## config.mk

```make
export PLATFORM = sky130hd
export DESIGN_NAME = mot_fifo
export DESIGN_NICKNAME = d
export VERILOG_FILES = /design/src/design/mot_fifo.sv
export SDC_FILE = /design/constraint.sdc
export NUM_CORES = 1
export LEC_CHECK = 0
export BUFFER_PORTS_ARGS = -buffer_cell sky130_fd_sc_hd__buf_2
export CORE_ASPECT_RATIO = 0.8
export CORE_MARGIN = 2
export CORE_UTILIZATION = 29
export CTS_BUF_LIST = sky130_fd_sc_hd__clkbuf_2
export CTS_CLUSTER_SIZE = 10
export DETAILED_ROUTE_END_ITERATION = 12
export SYNTH_ARGS = -nofsm -noshare
export SYNTH_HDL_FRONTEND = slang
export SYNTH_SLANG_ARGS = --single-unit
```

## constraint.sdc

```tcl
create_clock -name clk -period 4.8 [get_ports clk]
set_input_delay 0.96 -clock clk [delete_from_list [all_inputs] [get_ports clk]]
set_output_delay 0.96 -clock clk [all_outputs]
set_load 0.01 [all_outputs]
```

## src/design/mot_fifo.sv

```systemverilog
// Small register queue between the front and the back of the tracker.
// Depends on nothing but its parameters.
`default_nettype none

module mot_fifo #(
  parameter int WIDTH = 8,
  parameter int DEPTH = 4
) (
  input  logic             clk,
  input  logic             rst,
  input  logic             push,
  input  logic [WIDTH-1:0] push_data,
  input  logic             pop,
  output logic [WIDTH-1:0] head,
  output logic             full,
  output logic             empty
);
  localparam int PW = (DEPTH > 1) ? $clog2(DEPTH) : 1;
  localparam int NW = $clog2(DEPTH + 1);

  logic [WIDTH-1:0] slots [DEPTH];
  logic [PW-1:0]    wr_ptr;
  logic [PW-1:0]    rd_ptr;
  logic [NW-1:0]    fill;

  assign full  = (fill == NW'(DEPTH));
  assign empty = (fill == '0);
  assign head  = slots[rd_ptr];

  // Advance pointers and fill level
  always_ff @(posedge clk) begin
    if (rst) begin
      wr_ptr <= '0;
      rd_ptr <= '0;
      fill   <= '0;
    end else begin
      if (push && !full) begin
        slots[wr_ptr] <= push_data;
        wr_ptr <= (wr_ptr == PW'(DEPTH - 1)) ? '0 : wr_ptr + 1'b1;
      end
      if (pop && !empty) begin
        rd_ptr <= (rd_ptr == PW'(DEPTH - 1)) ? '0 : rd_ptr + 1'b1;
      end
      fill <= fill + NW'(push && !full) - NW'(pop && !empty);
    end
  end
endmodule

`default_nettype wire

```

# After elaboration in Yosys (flattened, before gate mapping)

Memory sizes are Yosys's and may differ from the RTL's. A register that Yosys moved wholly into a read port is not among the register bits.
Index checks and enable logic that the tools add are counted.

Flip-flop bits (word level): 7
Bits in latches: 0
Bits in writable memories: 32
Memory bits (read-only): 0
Output and inout bits: 10
Word-level logic and storage cells: 23
Memories kept: 1

Memories:

| name  | depth | width | read ports | clocked after Yosys merged registers in | write ports | RTL line | text |
|---|---|---|---|---|---|---|---|
| slots | 4     | 8     | 1          | 1                                       | 1           | 21       | `logic [WIDTH-1:0] slots [DEPTH];` |

Add/subtract/negate cells: 4
Multipliers: 0
Div/mod/pow operators: 0
$lt $le $gt $ge: 0
Eq/ne operators: 3
Shift-type cells: 0
Muxes and demuxes: 7
Bitwise operators: 0
Reductions and logical operators: 5

Operators by type and width:

| cell                                                          | count |
|---|---|
| 2-bit two-way mux                                             | 4 |
| 2-bit by 1-bit adder with 2-bit output, second input constant | 2 |
| 2-bit == test, second input constant                          | 2 |
| 3-bit by 1-bit adder with 3-bit output                        | 1 |
| 3-bit == test, second input constant                          | 1 |
| 3-bit logical NOT                                             | 1 |
| 1-bit two-way mux                                             | 3 |
| 3-bit by 1-bit subtractor with 3-bit output                   | 1 |
| 1-bit logical AND                                             | 2 |
| 1-bit logical NOT                                             | 2 |

# Logic depth before layout (Yosys ltp)

Word-level depth: 6
Depth in mapped cells: 10
Depth with buffers taken out: 9

# Worst setup path before layout

No wires, ideal clock.

Path kind: input-to-reg
Start: in pop
End: reg fill[2]
Data arrival time: 2369 ps
Slack: 2301 ps
Stages on the path: 9
Cell sequence: o31ai_1 > inv_1 > ha_1 > inv_1 > ha_1 > fa_1 > xnor2_1 > xnor2_1 > nor2_1

Longest elaborated chain between the ends: 2

Ends and longest elaborated chain:

| item                                        | RTL line | text |
|---|---|---|
| start, declared                             | 13       | `input logic pop,` |
| 1-bit logical AND                           | 44       | `fill <= fill + NW'(push && !full) - NW'(pop && !empty);` |
| 3-bit by 1-bit subtractor with 3-bit output | 44       |  |
| end signal, assigned                        | 44       |  |
| end, declared                               | 24       | `logic [NW-1:0] fill;` |

Every way passes these cells.
A chain may end at the register's enable or synchronous reset.

==> flow_summary.json <==
{
  "status": "completed",
  "num_rows": 24,
  "grt.overflow.total": 0,
  "antenna_found_initial": 0,
  "final_hold_viol_count": 0,
  "start_util_pct": 30.1,
  "critPathKind": "reg2out",
  "drc": 0,
  "antenna_left": 0,
  "yosys.area_share.xor_xnor_pct": 1.07,
  "die_h_um": 71.2,
  "synth_top_flop_cell": "edfxtp_1",
  "avgSynthCellArea_sq_um": 17.6,
  "r2r_slack_ns": 2.40,
  "fin_crit_ns": 2.79,
  "die_w_um": 88.0,
  "ys_seq_area_share_pct": 69.7,
  "clk_latency_ns": 0.40,
  "synth-compound-area-share_pct": 2.75,
  "finalSetupViolCount": 0,
  "synthTopCellsByCount": "edfxtp_1 (32), dfxtp_1 (9), mux4_2 (8)",
  "cts_resized": 0,
  "rsz0062_at_grt": "no",
  "grt_pass1_vias": 897,
  "cts_hold_buf": 0,
  "worstPathMaxFanout": 8,
  "hp-start": "rd_ptr[0]",
  "via_per_inst": 4.23,
  "worst_slew_pin_slew_ns": 0.535,
  "antenna_cells": 0,
  "drv_cap": 0,
  "synth_fa_ha_area_share_pct": 6.57,
  "grt_max_degree": 15,
  "portBuffers": 21,
  "arrival_ns": 1.83,
  "synth_edf_count": 32,
  "htree_num_levels": 2,
  "top_layer": "met4",
  "cts.sinks": 41,
  "clock-skew-final_ns": 0.0252,
  "die-area_sq_um": 6260,
  "drt-met1-wl_um": 1160,
  "grt_first_pass_wirelength_um": 4280,
  "total_leakage_power_uw": 0.000698,
  "clock.fmax_mhz": 358,
  "wirelength_um": 2650,
  "syn_to_final_growth_pct": 17.5,
  "hp-class": "reg2reg",
  "fin_setup_tns_ns": 0,
  "postCtsSetupRepairBufs": 0,
  "ctsLongestPathBuffers": 2,
  "route.vias.total": 845,
  "synth.top_cell.area_share_pct": 58.7,
  "drt_iter0_drc": 41,
  "cts_tree": "built",
  "wl_met3_um": 147,
  "syn_nets": 113,
  "synthCells": 93,
  "hpwlAfterDp_um": 1880,
  "clkTransAtPathRegs_ns": 0.21,
  "synth.area.mux_share_pct": 11.6,
  "yosysMostFrequentCell": "edfxtp_1",
  "wl_met2_um": 1320,
  "yosys.area.top_type": "edfxtp_1",
  "nNetsFinal": 141,
  "wl_per_cell_um": 13.3,
  "async_flop_share_pct": 0,
  "syn-cell-area_sq_um": 1640,
  "grtUsageTotal_pct": 9.39,
  "synthTopCellsByArea": "edfxtp_1 (59%), dfxtp_1 (11%), mux4_2 (11%)",
  "fin_ws_ns": 2.01,
  "first_pass_iters": 4,
  "final_util_pct": 35.4,
  "synthSimpleGateAreaFrac_pct": 5.58,
  "fill_cells": 527,
  "synth_top_family_by_area": "multiplexers",
  "reg2reg_from": "fill[1]",
  "reg2reg_depth": 9,
  "cts_made_buffers": 5,
  "cts_root_buf": "clkbuf_2",
  "fin_crit_sh_pct": 58.1,
  "max-slew-margin-rel_pct": 64.0,
  "hold_end": "rd_ptr[0]",
  "ys_ff_latch": 41,
  "core_region_area_sq_um": 5440,
  "boundaryPins": 22,
  "report.final.slew_viol_count": 0,
  "irDropWorstVdd_v": 0.000235,
  "regToRegEndpoint": "fill[2]",
  "yosysUniqueCellTypes": 23,
  "drive_gt1_share_pct": 35.2,
  "gp_congestion": 0.675,
  "hold_depth": 2,
  "end_kind": "output pin",
  "pre_cts_slack_ns": 2.05,
  "yosysWarningCount": 0,
  "p_per_area_nw_per_um2": 442,
  "required_ns": 3.84,
  "startpoint_type": "flop"
}
-- worst max-delay path, stage by stage (launching register included) --
cell	delay (ns)
dfxtp_1	0.71
mux4_2	0.58
buf_2	0.16
-- through the flow --
step | hold WS (ns) | area, sq um | cells | total power (uW)
2_1_floorplan | 0.463 | 1640 | 93 | 594
3_3_place_gp | 0.488 | 1850 | 192 | 648
3_5_place_dp | 0.501 | 1850 | 192 | 660
4_1_cts | 0.533 | 1920 | 200 | 865
5_1_grt | 0.549 | 1920 | 200 | 905
6_report | 0.520 | 1920 | 200 | 850
-- metal layers --
metal	up-vias	GRT usage, %
met4	0	3.59
met5	-	0
met1	416	11.6
met2	20	14.7
li1	406	-
met3	3	3.85
-- cell families (layout without fill, tap and decap cells) --
family	count (synthesis)	count (layout)
compound gates	6	6
mux	9	9
fa+ha+maj	8	8
simple gates	16	16
flops	41	41
xor+xnor	2	2
buf+inv	11	40
-- flip-flops by register name, indices dropped and copies added, names as in the netlist, named ones only --
name and cells:
slots 32, wr_ptr 2, rd_ptr 2, fill 3
-- worst max path at each step --
stage / to
5_1_grt: head[3]
2_1_floorplan: fill[2]
3_5_place_dp: fill[2]
6_report: head[3]
3_3_place_gp: fill[2]
4_1_cts: head[1]
-- report_power, final --
| part | internal, uW | switching, uW | total, uW |
|---|---|---|---|
| Clock | 88.8 | 116 | 204 |
| Combinational | 105 | 89.6 | 195 |
| Sequential | 417 | 34.3 | 451 |
-- placed cells by master (no fill, tap or decap) --
cell type   netlist  final
a21o_1            2      2
nor3_1            1      1
xnor2_1           2      2
clkinv_4          0      1
o31ai_1           1      1
nor2b_1           2      2
clkinvlp_4        0      1
edfxtp_1         32     32
a21oi_1           1      1
mux2i_1           1      1
buf_4             0      4
a21oi_2           2      2
fa_1              1      1
nand3_1           2      2
nor3b_1           4      4
mux4_2            8      8
nand2_1           2      2
ha_1              7      7
or3_1             1      1
nor2_1            3      3
dfxtp_1           9      9
inv_1             7      7
clkbuf_2          0      5
buf_2             2     21
bufinv_16         0      1
or3b_1            1      1
-- area by class of cell --
type                       count  area [sq um]  area share (%)
multi-input combinational     41           452            23.5
tap                           78          97.6            5.07
clock inverter                 3          46.3            2.41
sequential                    41          1140            59.3
clock buffer                   5          25.0            1.30
inverter                       7          26.3            1.37
timing repair buffer          25           135            7.03
(Power assumes the default switching activity.)
