<file path="src/design/mot_pkg.sv">
// Shared types and constants of the multi-object tracker association core.
// No dependencies; every other design file but mot_fifo imports this package.
`default_nettype none

package mot_pkg;

  // Default sizes, handed to the top-level parameters
  localparam int MAX_TRACKS_DEF     = 16;
  localparam int MAX_DETECTIONS_DEF = 16;
  localparam int COORD_BITS_DEF     = 20;

  // Fixed field widths
  localparam int DIST_BITS  = 16;
  localparam int COST_BITS  = 17;
  localparam int POT_BITS   = 32;
  localparam int SQ_BITS    = 34;
  localparam int STAMP_BITS = 32;
  localparam int ID_BITS    = 16;
  localparam int MISS_BITS  = 8;
  localparam int REG_BITS   = 32;

  // Gated pair costs this margin more than the gate
  localparam int GATE_MARGIN = 256;
  // Top even bit position of the square-root unit
  localparam int SQRT_TOP    = 32;
  // Depth of the command queue between front and back
  localparam int QUEUE_DEPTH = 4;

  localparam logic signed [POT_BITS-1:0] BIG_COST = 32'sh4000_0000;
  localparam logic [MISS_BITS-1:0]       MISS_SAT = 8'hFF;

  // Register indexes of the configuration port
  localparam logic [1:0] REG_MAX_DISTANCE   = 2'd0;
  localparam logic [1:0] REG_MAX_MISSED     = 2'd1;
  localparam logic [1:0] REG_ALERT_DURATION = 2'd2;
  localparam logic [1:0] REG_LOST_TIMEOUT   = 2'd3;

  typedef struct packed {
    logic [DIST_BITS-1:0]  max_distance;
    logic [MISS_BITS-1:0]  max_missed;
    logic [STAMP_BITS-1:0] alert_duration_ms;
    logic [STAMP_BITS-1:0] lost_timeout_ms;
  } mot_cfg_t;

  // Classification of one queued command
  typedef struct packed {
    logic store;  // detection goes into the buffer
    logic drop;   // detection lost, buffer full
    logic last;   // frame end, start processing
  } mot_flags_t;

  localparam int FLAG_BITS = 3;

  typedef enum logic [4:0] {
    B_IDLE, B_DIFF, B_GATE, B_SQ, B_CMP, B_SQRT,
    B_SINIT, B_ROW, B_ITER, B_ADDR, B_CALC, B_UPD, B_CHK, B_AUG, B_RC,
    B_TADDR, B_TCALC, B_PACK, B_SPAWN, B_PREP, B_EMIT
  } mot_state_t;

endpackage

`default_nettype wire

</file>
<file path="src/design/mot_channels.sv">
// Valid/ready channel interfaces: detection input and track result output.
// Depends on mot_pkg for default widths.
`default_nettype none

interface mot_det_if import mot_pkg::*; #(
  parameter int COORD_BITS = COORD_BITS_DEF
) ();
  logic                         valid;
  logic                         ready;
  logic signed [COORD_BITS-1:0] pos_x;
  logic signed [COORD_BITS-1:0] pos_y;
  logic signed [COORD_BITS-1:0] pos_z;
  logic [STAMP_BITS-1:0]        stamp_ms;
  logic                         has_detection;
  logic                         frame_end;

  modport source (output valid, pos_x, pos_y, pos_z, stamp_ms, has_detection, frame_end,
                  input ready);
  modport sink (input valid, pos_x, pos_y, pos_z, stamp_ms, has_detection, frame_end,
                output ready);
endinterface


`default_nettype wire

</file>
<file path="src/design/mot_front.sv">
// Front end: accepts input items, counts detections per frame and classifies
// each item into a queue command. Depends on mot_pkg and mot_channels.
`default_nettype none

module mot_front import mot_pkg::*; #(
  parameter int MAX_DETECTIONS = MAX_DETECTIONS_DEF,
  parameter int COORD_BITS     = COORD_BITS_DEF,
  parameter int CMD_BITS       = FLAG_BITS + 3 * COORD_BITS + STAMP_BITS
) (
  input  logic                clk,
  input  logic                rst,
  mot_det_if.sink             det,
  output logic                push,
  output logic [CMD_BITS-1:0] push_data,
  input  logic                full
);
  localparam int DCW = $clog2(MAX_DETECTIONS + 1);

  logic [DCW-1:0] det_count;
  logic           transfer;
  logic           room;
  mot_flags_t     flags;

  assign det.ready = !full;
  assign transfer  = det.valid && det.ready;
  assign room      = (det_count < DCW'(MAX_DETECTIONS));

  // Classify the item
  always_comb begin
    flags.store = det.has_detection && room;
    flags.drop  = det.has_detection && !room;
    flags.last  = det.frame_end;
  end

  // Items that neither carry a detection nor end a frame change nothing
  assign push      = transfer && (det.has_detection || det.frame_end);
  assign push_data = {flags, det.pos_x, det.pos_y, det.pos_z, det.stamp_ms};

  // Track buffer occupancy of the current frame
  always_ff @(posedge clk) begin
    if (rst) begin
      det_count <= '0;
    end else if (transfer) begin
      if (det.frame_end) begin
        det_count <= '0;
      end else if (flags.store) begin
        det_count <= det_count + 1'b1;
      end
    end
  end
endmodule

`default_nettype wire

</file>
<file path="src/flat_wrapper.sv">
// flat-port wrapper written by rule: the top's interface ports become plain ports
module mot_front_flat import mot_pkg::*;
#(
  parameter int MAX_DETECTIONS = MAX_DETECTIONS_DEF,
  parameter int COORD_BITS     = COORD_BITS_DEF,
  parameter int CMD_BITS       = FLAG_BITS + 3 * COORD_BITS + STAMP_BITS
)
  (clk, rst, push, push_data, full, det_valid, det_pos_x, det_pos_y, det_pos_z, det_stamp_ms, det_has_detection, det_frame_end, det_ready);
  mot_det_if #(.COORD_BITS(COORD_BITS)) det_i ();
  input  logic clk;
  input  logic rst;
  output logic push;
  output logic [CMD_BITS-1:0] push_data;
  input  logic full;
  input wire logic [$bits(det_i.valid)-1:0] det_valid;
  input wire logic [$bits(det_i.pos_x)-1:0] det_pos_x;
  input wire logic [$bits(det_i.pos_y)-1:0] det_pos_y;
  input wire logic [$bits(det_i.pos_z)-1:0] det_pos_z;
  input wire logic [$bits(det_i.stamp_ms)-1:0] det_stamp_ms;
  input wire logic [$bits(det_i.has_detection)-1:0] det_has_detection;
  input wire logic [$bits(det_i.frame_end)-1:0] det_frame_end;
  output wire logic [$bits(det_i.ready)-1:0] det_ready;
  assign det_i.valid = det_valid;
  assign det_i.pos_x = det_pos_x;
  assign det_i.pos_y = det_pos_y;
  assign det_i.pos_z = det_pos_z;
  assign det_i.stamp_ms = det_stamp_ms;
  assign det_i.has_detection = det_has_detection;
  assign det_i.frame_end = det_frame_end;
  assign det_ready = det_i.ready;
  mot_front #(.MAX_DETECTIONS(MAX_DETECTIONS), .COORD_BITS(COORD_BITS), .CMD_BITS(CMD_BITS)) u_core (.clk(clk), .rst(rst), .det(det_i), .push(push), .push_data(push_data), .full(full));
endmodule
</file>
<file path="config.mk">
export PLATFORM = sky130hd
export DESIGN_NAME = mot_front_flat
export DESIGN_NICKNAME = d
export VERILOG_FILES = /design/src/design/mot_pkg.sv /design/src/design/mot_channels.sv /design/src/design/mot_front.sv /design/src/flat_wrapper.sv
export SDC_FILE = /design/constraint.sdc
export NUM_CORES = 1
export LEC_CHECK = 0
export ABC_CLOCK_PERIOD_IN_PS = 1000
export BUFFER_PORTS_ARGS = -buffer_cell sky130_fd_sc_hd__buf_2
export CORE_AREA = 2 2 75 77
export DETAILED_ROUTE_END_ITERATION = 7
export DIE_AREA = 0 0 77 79
export MAX_ROUTING_LAYER = met4
export PLACE_DENSITY = 0.68
export REMOVE_ABC_BUFFERS = 1
export SYNTH_ARGS = -nofsm -noshare
export SYNTH_HDL_FRONTEND = slang
export SYNTH_SLANG_ARGS = --single-unit
export TNS_END_PERCENT = 100
</file>
<file path="constraint.sdc">
create_clock -name clk -period 1 [get_ports clk]
set_input_delay 0.2 -clock clk [delete_from_list [all_inputs] [get_ports clk]]
set_output_delay 0.2 -clock clk [all_outputs]
set_load 0.01 [all_outputs]
</file>
==> results.cfg, run 1 <==
[synthesis]
synth_edf_count = 0
yosys_warnings = 0
yosysUniqueCellTypes = 21
synth_area_um2 = 977.2
ys_seq_area_share_pct = 10.24
yosys.area.top_type = buf_4
netlist_instances = 125
yosysMostFrequentCell = buf_4
async_flop_share_pct = 0
synth_top_area_share_pct = 71.45
yosys_register_bits = 5
ys.flop_type = dfxtp_1
syn_area_per_cell_um2 = 7.817
synthTopCellsByArea = buf_4 71%, dfxtp_1 10%, nor2_1 2.3%
synth_commonest_cells = 93 x buf_4, 6 x nor2_1, 5 x dfxtp_1

[clocking]
root_buffer = clkbuf_8
ctsHoldBuffers = 0
htreeDepth = 1
clkSinkCount = 5
numCtsBuffers = 3
clockBufferDepth = 2

[grt]
antenna_found_initial = 0
grt_max_degree = 6
grt_pass1_vias = 525
grt_overflow_total = 0
track_usage_pct = 29.28
grt_pass1_wl_um = 10200

[run_status]
lastStage = 5_2_route
outcome = did not finish
error = [ERROR DRT-0255] Maze Route cannot find path of net det_stamp_ms[3] in worker of routeBox ( 48300 0 ) ( 77000 48300 ).

[die]
num_io_pins = 195
die_x_um = 77
die_h_um = 79
rows = 27
initial_utilization_pct = 18.31

[placement]
place_inst = 121
place_congestion = 1.019
io_buffers = 10
place_hpwl_um = 8617

[timing]
worst-ep-kind = output port
grt-worst-endpoint = push_data[93]
[timing repair]
| item | CTS | global route |
|---|---|---|
| endpoints found under the setup margin | 5 | 6 |
| setup buffers | 0 | 1 |
| pin swaps | 2 | 1 |
| gates resized for setup | 8 | 4 |
[kinds of logic after synthesis]
logic type	synth area share, %
AOI/OAI and AO/OA	7.172
DFF	10.24
buffers and inverters	72.22
xor gates and xnor gates	0.8965
adders and majority gates	1.280
and+or+nand+nor	8.195
[metrics by stage]
stage | setup slack, ns | setup TNS (ns) | instance area, um2
3_5_place_dp | -0.1175 | -0.2180 | 471.7
2_1_floorplan | -0.07003 | -0.07003 | 279.0
5_1_grt | -0.1294 | -0.5483 | 566.8
3_3_place_gp | -0.1078 | -0.1775 | 471.7
4_1_cts | -0.1130 | -0.2858 | 539.3
[metal layers]
layer  GRT usage [%]
met2           64.04
met5               -
met4           16.25
met3           35.80
met1           3.097
==> run 2: changes to the inputs <==
ABC_CLOCK_PERIOD_IN_PS = 1300   (was 1000)
CORE_AREA = 2 2 76 78   (was 2 2 75 77)
DIE_AREA = 0 0 78 80   (was 0 0 77 79)
MAX_ROUTING_LAYER = unset   (was met4)
PLACE_DENSITY = unset   (was 0.68)
PLACE_DENSITY_LB_ADDON = 0.15   (was unset)
clock period = 1.3 ns   (was 1 ns; I/O delays follow)
==> run 2 against run 1 <==
Effect of this change: the run now ends clean; global-route usage shrank 1.6 points; synthesized area is the same; synthesized cell count is the same.
==> results.cfg, run 2 <==
[run_status]
outcome = finished clean

[clocking]
cts_tree = built
clkSinkCount = 5
clockBufferDepth = 2
ctsHoldBuffers = 0
post-cts-setup-buffers = 0
insertion_delay_ns = 0.22
root_buffer = clkbuf_8
path_clk_slew_ns = 0.04
cts_resized = 0
htreeDepth = 1
numCtsBuffers = 3

[grt]
antenna_found_initial = 0
grt_pass1_vias = 478
track_usage_pct = 27.64
grt_overflow_total = 0
grt_pass1_wl_um = 9894
grt_max_degree = 8

[critical_path]
crit_fanout = 6
crit_path_top_delay_cell = dfxtp_1
worst_setup_path_start_kind = flip-flop
required_ns = 1.46
worstSetupEndpointType = flip-flop
critPathArrivalTime_ns = 1.36
crit_type = flip-flop to flip-flop
r2r_setup_slack_ns = 0.1
crit_chain = nor2b_4 -> o211a_1 -> a311oi_1 -> a41o_1
cpPeakStageDelay_ns = 0.39

[die]
initial_utilization_pct = 18.08
core_area_um2 = 5405
die-area_um2 = 6240
rows = 27
die_h_um = 80
die_x_um = 78
num_io_pins = 195

[timing]
setup_ws_ns = 0.09771
fmax_mhz = 831.7
rsz0062_at_grt = no
period_needed_ns = 1.202
hold_viol = 0
fin_tns_setup_ns = 0
slew_violations = 0
setup-violations-final = 0
finClkSkew_ns = 0.0005184
finalCritPeriodShare_pct = 92.48
maxSlewHeadroom_pct = 81.89
tightest_slew_ns = 0.2698

[finish]
largest_reg_flops = 5
top_regs = u_core.det_count x5
final_common_cell = buf_2
mostFrequentLayoutCells = 10 x buf_2, 6 x nor2_1, 5 x dfxtp_1, 3 x clkbuf_8
max_flop_register = u_core.det_count
fill_cells = 661
antennaDiodeCount = 0
final_nets = 146
drive_above_1_share_pct = 34.78
syn_to_final_growth_pct = -52.50
stdcell_area_um2 = 464.2

[synthesis]
syn_area_per_cell_um2 = 7.817
ys_seq_area_share_pct = 10.24
synth_edf_count = 0
async_flop_share_pct = 0
yosysUniqueCellTypes = 21
ys.flop_type = dfxtp_1
synthTopCellsByArea = buf_4 71%, dfxtp_1 10%, nor2_1 2.3%
netlist_instances = 125
synth_area_um2 = 977.2
yosys_warnings = 0
yosysMostFrequentCell = buf_4
synth_commonest_cells = 93 x buf_4, 6 x nor2_1, 5 x dfxtp_1
synth_top_area_share_pct = 71.45
yosys.area.top_type = buf_4
yosys_register_bits = 5

[placement]
io_buffers = 10
dpl_worst_slack_ns = 0.03448
place_hpwl_um = 8728
dpl_cell_area_um2 = 419.2
place_congestion = 0.8396

[route]
drt_iter0_drc = 42
ant_nets = 0
wl_um = 8985
drc = 0
viasPerCell = 4.432
vias = 523
first_pass_iters = 4
routedWlPerCell_um = 76.14

[power_and_ir_drop]
p_seq_share_pct = 32.1
irDropWorstVdd_mv = 0.1951
sw_frac_of_total_pct = 21.71
p_leak_nw = 0.1961
switchingPower_w = 0.0001073
power.internal_w = 0.0003869
p_per_area_nw_per_um2 = 1064
pwr-share-clk_pct = 58.1
combinationalPowerShare_pct = 9.8

[hold_path]
hold_class = input pin to flip-flop

[flow_run]
max-cap-violations = 0
-- run 2: cell counts after synthesis --
Identical to the previous run, type by type.
-- run 2: power by group through the flow --
stage | Sequential, W | Combinational [W] | Clock, W
after global placement | 0.000161 | 0.0000479 | 0
after detailed placement | 0.000161 | 0.0000484 | 0
after floorplan | 0.000160 | 0.0000228 | 0
final | 0.000158 | 0.0000486 | 0.000287
after global routing | 0.000158 | 0.0000538 | 0.000304
after CTS | 0.000158 | 0.0000487 | 0.000290
-- run 2: metrics by stage --
stage	hold slack [ns]	total power, W	instances	util [%]
2_1_floorplan	0.3291	0.0001829	32	-
3_5_place_dp	0.4941	0.0002090	114	7.755
6_report	0.2705	0.0004941	118	8.588
5_1_grt	0.2813	0.0005166	118	8.588
3_3_place_gp	0.4934	0.0002087	114	7.755
4_1_cts	0.2708	0.0004964	118	8.588
-- run 2: layout make-up --
| class | count | area [um2] | area share (%) |
|---|---|---|---|
| multi-input cells | 25 | 171.4 | 36.93 |
| flip-flops and latches | 5 | 100.1 | 21.56 |
| well taps | 72 | 90.09 | 19.41 |
| repair buffers | 10 | 50.05 | 10.78 |
| clock buffers | 4 | 45.04 | 9.704 |
| inverters | 2 | 7.507 | 1.617 |
-- run 2: kinds of logic after synthesis --
kind of cell | count (synthesis) | synth area share, %
and+or+nand+nor | 13 | 8.195
xor gates and xnor gates | 1 | 0.8965
adders and majority gates | 1 | 1.280
buffers and inverters | 95 | 72.22
AOI/OAI and AO/OA | 10 | 7.172
DFF | 5 | 10.24
-- run 2: routing by layer --
layer / global-route usage, % / vias to the layer above / share of wire, %
li1: - / 141 / -
met1: 3.034 / 177 / 5.2
met2: 61.12 / 169 / 60
met3: 33.48 / 36 / 25
met4: 19.65 / 0 / 9.9
met5: 0.9091 / - / 0
-- run 2: critical path, delay by kind of cell, from the launching register on --
family | cells | cell delay [ns]
AND/OR/NAND/NOR | 1 | 0.07
AO/OA/AOI/OAI | 3 | 0.69
flip-flops | 1 | 0.39
-- run 2: worst paths after layout --
kind,start,end,cells past startpoint
max,u_core.det_count[4]$_SDFFE_PP0P_,u_core.det_count[3]$_SDFFE_PP0P_,4
min,rst,u_core.det_count[2]$_SDFFE_PP0P_,2
max reg2reg,u_core.det_count[4]$_SDFFE_PP0P_,u_core.det_count[3]$_SDFFE_PP0P_,4
min reg2reg,u_core.det_count[2]$_SDFFE_PP0P_,u_core.det_count[2]$_SDFFE_PP0P_,2
Power figures use the tool's default switching activity.
